--- config.mk ---
export PLATFORM = sky130hd
export DESIGN_NAME = stdr_ctrl
export DESIGN_NICKNAME = d
export VERILOG_FILES = /design/src/rtl/assert_macros.svh /design/src/rtl/stdr_pkg.sv /design/src/rtl/stdr_ctrl.sv
export SDC_FILE = /design/constraint.sdc
export NUM_CORES = 1
export LEC_CHECK = 0
export BUFFER_PORTS_ARGS = -buffer_cell sky130_fd_sc_hd__buf_2
export CORE_AREA = 3 3 40 42
export DETAILED_ROUTE_END_ITERATION = 12
export DIE_AREA = 0 0 43 45
export GPL_TIMING_DRIVEN = 0
export PLACE_DENSITY_LB_ADDON = 0.05
export SYNTH_ARGS = -nofsm -noshare
export SYNTH_HDL_FRONTEND = slang
export SYNTH_SLANG_ARGS = --single-unit
export TNS_END_PERCENT = 1
--- constraint.sdc ---
create_clock -name clk -period 1.12 [get_ports clk]
set_input_delay 0.056 -clock clk [delete_from_list [all_inputs] [get_ports clk]]
set_output_delay 0.056 -clock clk [all_outputs]
set_load 0.02 [all_outputs]
--- src/rtl/assert_macros.svh ---
// ----------------------------------------------------------------------------
// assert_macros.svh
// Concurrent assertion helpers clocked on clk, with and without reset disable
// ----------------------------------------------------------------------------
`ifndef ASSERT_MACROS_SVH
`define ASSERT_MACROS_SVH

`ifndef NO_ASSERTIONS

// checked only while out of reset
`define ASSERT_CLK(label, prop, msg) \
  label: assert property (@(posedge clk) disable iff (!rst_n) prop) else $error(msg);

// checked at every edge, reset included
`define ASSERT_ALWAYS(label, prop, msg) \
  label: assert property (@(posedge clk) prop) else $error(msg);

`else

`define ASSERT_CLK(label, prop, msg)
`define ASSERT_ALWAYS(label, prop, msg)

`endif

`endif

--- src/rtl/stdr_pkg.sv ---
// ----------------------------------------------------------------------------
// stdr_pkg
// Shared types and codes of the segment table dma requester
// ----------------------------------------------------------------------------
package stdr_pkg;

  localparam logic [31:0] CHUNK_RESET = 32'h0000_2000;

  // result command codes
  localparam logic [1:0] CMD_COPY   = 2'd0;
  localparam logic [1:0] CMD_DECOMP = 2'd1;
  localparam logic [1:0] CMD_FAULT  = 2'd2;

  // fault codes
  localparam logic [2:0] FLT_NONE      = 3'd0;
  localparam logic [2:0] FLT_NOT_FOUND = 3'd1;
  localparam logic [2:0] FLT_PAST_END  = 3'd2;
  localparam logic [2:0] FLT_NOT_START = 3'd3;
  localparam logic [2:0] FLT_SIZE      = 3'd4;
  localparam logic [2:0] FLT_CHUNKS    = 3'd5;

  // item kinds
  localparam logic KIND_TABLE_WR = 1'b0;
  localparam logic KIND_REQUEST  = 1'b1;

  // configuration register indexes
  localparam logic REG_CHUNK_SIZE  = 1'b0;
  localparam logic REG_ENTRY_COUNT = 1'b1;

  typedef struct packed {
    logic [31:0] vstart;
    logic [31:0] vend;
    logic [31:0] rstart;
    logic [31:0] rend;
  } seg_t;

  typedef enum logic [1:0] {
    EMIT_NONE,
    EMIT_FAULT,
    EMIT_DECOMP,
    EMIT_COPY
  } emit_t;

  // controller to datapath
  typedef struct packed {
    logic       tbl_wr;
    logic       req_load;
    logic       rd_en;
    logic       idx_inc;
    logic       copy_load;
    emit_t      emit;
    logic [2:0] fault_code;
  } stdr_cmd_t;

  // datapath to controller
  typedef struct packed {
    logic scan_done;
    logic hit;
    logic compressed;
    logic past_end;
    logic too_many;
    logic not_start;
    logic size_mis;
    logic more;
  } stdr_sts_t;

endpackage

--- src/rtl/stdr_ctrl.sv ---
// ----------------------------------------------------------------------------
// stdr_ctrl
// Sequencer: table scan, request checks and fault, decompress and copy command emission
// ----------------------------------------------------------------------------
module stdr_ctrl
  import stdr_pkg::*;
(
  input  logic      clk,
  input  logic      rst_n,
  input  logic      start,
  input  logic      in_kind,
  input  stdr_sts_t sts,
  output stdr_cmd_t cmd,
  output logic      busy
);

  typedef enum logic [2:0] {
    S_IDLE,
    S_RD,
    S_CMP,
    S_EVAL,
    S_COPY
  } state_t;

  state_t state_r, state_nxt;
  logic   busy_r;
  logic   accept;

  assign accept = start && !busy_r;
  assign busy   = busy_r;

  always_comb begin
    state_nxt      = state_r;
    cmd            = '0;
    cmd.emit       = EMIT_NONE;
    cmd.fault_code = FLT_NONE;
    case (state_r)
      S_IDLE: begin
        if (accept) begin
          if (in_kind == KIND_REQUEST) begin
            cmd.req_load = 1'b1;
            state_nxt    = S_RD;
          end else begin
            cmd.tbl_wr = 1'b1;
          end
        end
      end
      S_RD: begin
        if (sts.scan_done) begin
          cmd.emit       = EMIT_FAULT;
          cmd.fault_code = FLT_NOT_FOUND;
          state_nxt      = S_IDLE;
        end else begin
          cmd.rd_en = 1'b1;
          state_nxt = S_CMP;
        end
      end
      S_CMP: begin
        if (sts.hit) begin
          state_nxt = S_EVAL;
        end else begin
          cmd.idx_inc = 1'b1;
          state_nxt   = S_RD;
        end
      end
      S_EVAL: begin
        state_nxt = S_IDLE;
        if (!sts.compressed) begin
          if (sts.past_end) begin
            cmd.emit       = EMIT_FAULT;
            cmd.fault_code = FLT_PAST_END;
          end else if (sts.too_many) begin
            cmd.emit       = EMIT_FAULT;
            cmd.fault_code = FLT_CHUNKS;
          end else begin
            cmd.copy_load = 1'b1;
            state_nxt     = S_COPY;
          end
        end else if (sts.not_start) begin
          cmd.emit       = EMIT_FAULT;
          cmd.fault_code = FLT_NOT_START;
        end else if (sts.size_mis) begin
          cmd.emit       = EMIT_FAULT;
          cmd.fault_code = FLT_SIZE;
        end else begin
          cmd.emit = EMIT_DECOMP;
        end
      end
      S_COPY: begin
        cmd.emit = EMIT_COPY;
        if (!sts.more) begin
          state_nxt = S_IDLE;
        end
      end
      default: begin
        state_nxt = S_IDLE;
      end
    endcase
  end

  always_ff @(posedge clk) begin
    if (!rst_n) begin
      state_r <= S_IDLE;
      busy_r  <= 1'b0;
    end else begin
      state_r <= state_nxt;
      busy_r  <= (state_nxt != S_IDLE);
    end
  end

endmodule

==> results.yml, run 1 <==
layout:
  finalNonFillerCells: 86
  filler_cell_count: 135
  drive_gt1_share_pct: 57.7
  final_nets: 85
  synthToLayoutAreaGrowth_pct: 74.2
  diodes: 0
clock_network:
  clkTransAtPathRegs_ns: 0.04
  cts_made_buffers: 3
  clock-sinks: 4
  clockBufferDepth: 2
  htreeDepth: 1
  cts_tree: "yes"
  root_buffer: "clkbuf_4"
  clock_latency_ns: 0.24
power_and_ir_drop:
  power.density_nw_per_um2: 788
  pwr-share-comb_pct: 26.5
  power_frac_seq_pct: 33.6
  p_clk_share_pct: 39.9
  power.total_w: 0.000458
  ir_worst_vdd_mv: 0.524
  swShare_pct: 29.1
  power.internal_w: 0.000325
  p_leak_nw: 0.265
  switching_power_w: 0.000133
worst_setup_path:
  reg2reg_depth: 4
  required_ns: 1.06
  worstSetupPathType: "reg2out"
  start_kind: "flop"
  end_kind: "output pin"
  worst-path-max-fanout: 10
  crit_arrival_ns: 1.19
timing:
  finalWorstSetupSlack_ns: -0.122
  max_freq_ghz: 0.805
  finalHoldViolCount: 0
  fin_setup_tns_ns: -0.888
  worst_slew_pin_slew_ns: 0.247
  timing.final.crit_share_pct: 111
  slew-limit-headroom_pct: 83.3
  drv_slew: 0
  rsz0062_at_grt: "yes"
  fin_skew_ns: 0.00656
  setup_viol: 10
  period_minus_slack_ns: 1.24
floorplan:
  coreArea_um2: 1280
  io_pins: 23
  start_util_pct: 26.0
  dieArea_um2: 1940
  die_y_um: 45
  rows: 13
  die_w_um: 43
synthesis:
  synth_compound_area_share_pct: 26.2
  synthAdderAreaFrac_pct: 0
  synth_top_family_by_area: "simple AND/OR/NAND/NOR gates"
  synthMuxAreaShare_pct: 0
  synthDistinctLibCells: 22
  synthSimpleGateAreaFrac_pct: 47.2
  synth_xor_xnor_area_share_pct: 0
  synth-seq-cells: 4
  syn-instance-count: 44
  seq_area_frac_synth_pct: 24.0
  synth_nets: 56
  syn_area_um2: 334
  ys.warnings.count: 0
  synth_area_per_cell_um2: 7.59
route:
  via_count: 421
  wirelength_um: 976
  dr.pass1.iters: 4
  routedWlPerCell_um: 11.3
  drc_errors: 0
  ant_nets: 0
  drtIter0Drc: 1
  viasPerCell: 4.90
worst_hold_path:
  hp-class: "in2reg"
  min_path_cells: 3
status:
  violations: "negative setup slack"
  outcome: "complete, but fails checks"
place:
  post-dp-hpwl_um: 713
  io_buffers: 22
  place.gp.congestion: 0.618
  dpl.cell_count: 81
grt:
  grt_pass1_wl_um: 1570
  grt_pass1_vias: 377
  grt_max_degree: 11
  overflow: 0
  antenna_found_initial: 0
  grtUsageTotal_pct: 10.7
run:
  cap_violations: 0
## path summary, 6_finish.rpt
| kind | start | to | slack, ns |
|---|---|---|---|
| min | rst_n | state_r[0] | 0.13 |
| max reg2reg | state_r[2] | busy | -0.12 |
| max | state_r[1] | cmd[0] | -0.12 |
| min reg2reg | state_r[0] | state_r[1] | 0.61 |
## synth_stat cells (all sizes together)
master,number,share of area (%)
o221ai,1,4.5
nand2b,4,7.5
buf,1,1.5
nand2,4,4.5
a31oi,1,1.9
dfxtp,4,24
nand3b,2,4.5
o2bb2a,1,6.0
inv,1,1.1
nor2b,1,1.9
nor2,8,9.0
nor3,1,1.5
and3b,2,5.2
or3,1,3.4
nor4b,2,5.2
a311oi,1,2.6
or3b,1,2.6
o211ai,1,2.2
a21oi,3,4.5
o21ai,3,4.5
and3,1,1.9
## cell families after synthesis
family	Yosys count
AND/OR/NAND/NOR	27
AO/OA/AOI/OAI	11
flip-flops	4
buffers and inverters	2
## cell usage in the layout (no fill, tap or decap), drive strengths merged, types with 2 or more instances in the layout
cell type,instances
buf,25
o21ai,3
nand2b,4
dfxtp,4
nor2,8
and3b,2
nand3b,2
a21oi,3
nor4b,2
nand2,4
clkbuf,3
## final cells by class
type                            count  area [um^2]  area share, %
Timing Repair Buffer               24          149           25.6
Inverter                            1         3.75          0.645
Buffer                              1         11.3           1.94
Clock buffer                        3         22.5           3.87
Tap cell                           15         18.8           3.23
Multi-Input combinational cell     38          288           49.5
Sequential cell                     4         88.8           15.3
## critical path, stage by stage (launching register included)
cell and delay [ns]:
dfxtp_2 0.34, buf_6 0.14, nor2_1 0.07, a311oi_2 0.20, buf_4 0.18
## repair_timing
item / 4_1_cts / 5_1_grt
hold buffers: 0 / 0
setup buffers: 2 / 0
setup endpoints to repair: 11 / 12
pin swaps: 4 / 2
resized for setup: 18 / 6
## power by group through the flow
stage | clock network, W | registers (W) | logic [W]
global placement | 0 | 0.000157 | 0.000105
finish | 0.000183 | 0.000154 | 0.000121
detailed placement | 0 | 0.000157 | 0.000104
CTS | 0.000191 | 0.000155 | 0.000119
global route | 0.000198 | 0.000155 | 0.000133
floorplan | 0 | 0.000159 | 0.0000573
## state kept, by name, summed over array words and instances (netlist names)
name	count
state_r	3
busy	1
## layer usage
layer / track usage, % / up-vias / share of wire (%)
met3: 5.58 / 0 / 9.0
met1: 13.9 / 183 / 46
met2: 16.2 / 18 / 45
met5: 0 / - / 0
met4: 1.81 / 0 / 0
li1: - / 220 / -
## per-stage QoR
step / worst slack [ns] / hold WS, ns / area, um^2 / utilization, %
global placement: -0.0463 / 0.370 / 469 / 36.5
global route: -0.195 / 0.149 / 582 / 45.3
finish: -0.122 / 0.134 / 582 / 45.3
floorplan: -0.194 / 0.165 / 340 / -
CTS: -0.111 / 0.112 / 562 / 43.7
detailed placement: -0.0310 / 0.370 / 469 / 36.5
Note: power is estimated with default switching activity, not from simulation.
==> run 2, diff against run 1 <==
Clock period 1.12 ns to 1.2 ns, I/O delays scaled along.
==> results.yml, run 2 (synthesized netlist as in run 1, its figures left out) <==
power_and_ir_drop:
  p_leak_nw: 0.260
  power.density_nw_per_um2: 746
  ir_worst_vdd_mv: 0.489
timing:
  fin_setup_tns_ns: -0.239
  hold_ws_ns: 0.139
  worst_slew_pin_slew_ns: 0.263
  finalWorstSetupSlack_ns: -0.0469
  rsz0062_at_grt: "yes"
  drv_slew: 0
  timing.final.crit_share_pct: 104
  fin_skew_ns: 0.00640
  setup_viol: 6
  finalHoldViolCount: 0
  slew-limit-headroom_pct: 82.4
  period_minus_slack_ns: 1.25
  max_freq_ghz: 0.802
layout:
  layout_common_cells: "buf_2, buf_4, nor2_1"
  final_util_pct: 43.6
  filler_cell_count: 135
  diodes: 0
  largest_reg_flops: 3
  drive_gt1_share_pct: 54.9
  final_nets: 85
  final_common_cell: "buf_2"
  regMostFlops: "state_r"
  synthToLayoutAreaGrowth_pct: 67.8
worst_setup_path:
  start_kind: "flop"
  crit_start: "state_r[1]"
  path_cells: "buf_6 > nor2_1 > a311oi_2 > buf_4"
  slowest_stage: "dfxtp_2"
  crit_arrival_ns: 1.19
  required_ns: 1.14
  crit_buf_inv: 2
  worstSetupPathType: "reg2out"
  timing.rr.start: "state_r[2]"
  worst-path-max-fanout: 10
  end_kind: "output pin"
  crit_family: "flip-flops"
  max_stage_delay_ns: 0.34
place:
  place.gp.congestion: 0.618
  post-dp-hpwl_um: 713
  io_buffers: 22
floorplan:
  dieArea_um2: 1940
  die_w_um: 43
  die_y_um: 45
  coreArea_um2: 1280
  io_pins: 23
  start_util_pct: 26.0
  rows: 13
run:
  cap_violations: 0
route:
  drc_errors: 0
  routedWlPerCell_um: 11.3
  via_count: 418
  wl_met1_um: 447
  routed-wl-met2_um: 431
  wirelength_um: 969
  viasPerCell: 4.86
  ant_nets: 0
  wl_met3_um: 91
  drtIter0Drc: 0
  top_layer: "met3"
  dr.pass1.iters: 1
grt:
  overflow: 0
  grt_pass1_vias: 380
  grtUsageTotal_pct: 10.7
  antenna_found_initial: 0
  grt_pass1_wl_um: 1570
  grt_max_degree: 11
clock_network:
  cts_made_buffers: 3
  clock_latency_ns: 0.24
  ctsHoldBuffers: 0
  clockBufferDepth: 2
  clkTransAtPathRegs_ns: 0.04
  htreeDepth: 1
  cts_tree: "yes"
  root_buffer: "clkbuf_4"
  clock-sinks: 4
status:
  violations: "negative setup slack"
  outcome: "complete, but fails checks"
worst_hold_path:
  hp-class: "in2reg"
  hold_start: "rst_n"
run 2: cell counts in the layout (fill, tap and decap cells not counted):
Identical to the previous run, type by type.
run 2: where the power goes:
part / total [W] / switching, W / internal [W]
clock: 0.000171 / 0.0000586 / 0.000112
sequential: 0.000143 / 0.00000699 / 0.000136
combinational: 0.000104 / 0.0000565 / 0.0000478
run 2: through the flow:
| stage | instances | area (um^2) | power, W | setup WS (ns) |
|---|---|---|---|---|
| floorplan | 44 | 340 | 0.000202 | -0.118 |
| global placement | 81 | 469 | 0.000245 | 0.0337 |
| detailed placement | 81 | 469 | 0.000244 | 0.0490 |
| CTS | 86 | 546 | 0.000425 | -0.0351 |
| global route | 86 | 561 | 0.000444 | -0.119 |
| finish | 86 | 561 | 0.000418 | -0.0469 |
run 2: cell type report:
class	count	area, um^2	share of cell area [%]
flip-flops and latches	4	88.8	15.8
inverters	1	3.75	0.670
plain buffers	1	11.3	2.01
repair buffers	24	140	25.0
clock buffers	3	22.5	4.02
multi-input cells	38	275	49.1
well taps	15	18.8	3.35
run 2: path summary, 6_finish.rpt:
path                     end  slack (ns)  cells past startpoint
hold / removal    state_r[1]        0.14                      3
setup reg to reg        busy       -0.04                      4
setup / recovery      cmd[0]       -0.05                      4
hold reg to reg   state_r[1]        0.60                      2
run 2: repair_timing:
| item | CTS | global route |
|---|---|---|
| pin swaps | 0 | 3 |
| gates resized for setup | 14 | 5 |
| hold endpoints to repair | 0 | 0 |
| gates cloned | 0 | 0 |
| buffers inserted | 2 | 0 |
| setup endpoints to repair | 10 | 11 |
run 2: routing by layer:
metal  vias to the layer above  GRT usage [%]
met5                         -              0
met4                         0           1.81
met3                         0           5.58
met2                        18           16.2
met1                       180           13.9
li1                        220              -
run 2: worst reg2reg max path: cells and delay by family (launching register included):
| kind | cells | cell delay, ns |
|---|---|---|
| flip-flops | 1 | 0.36 |
| buffers and inverters | 1 | 0.20 |
| AND/OR/NAND/NOR | 1 | 0.26 |
| AO/OA/AOI/OAI | 2 | 0.35 |
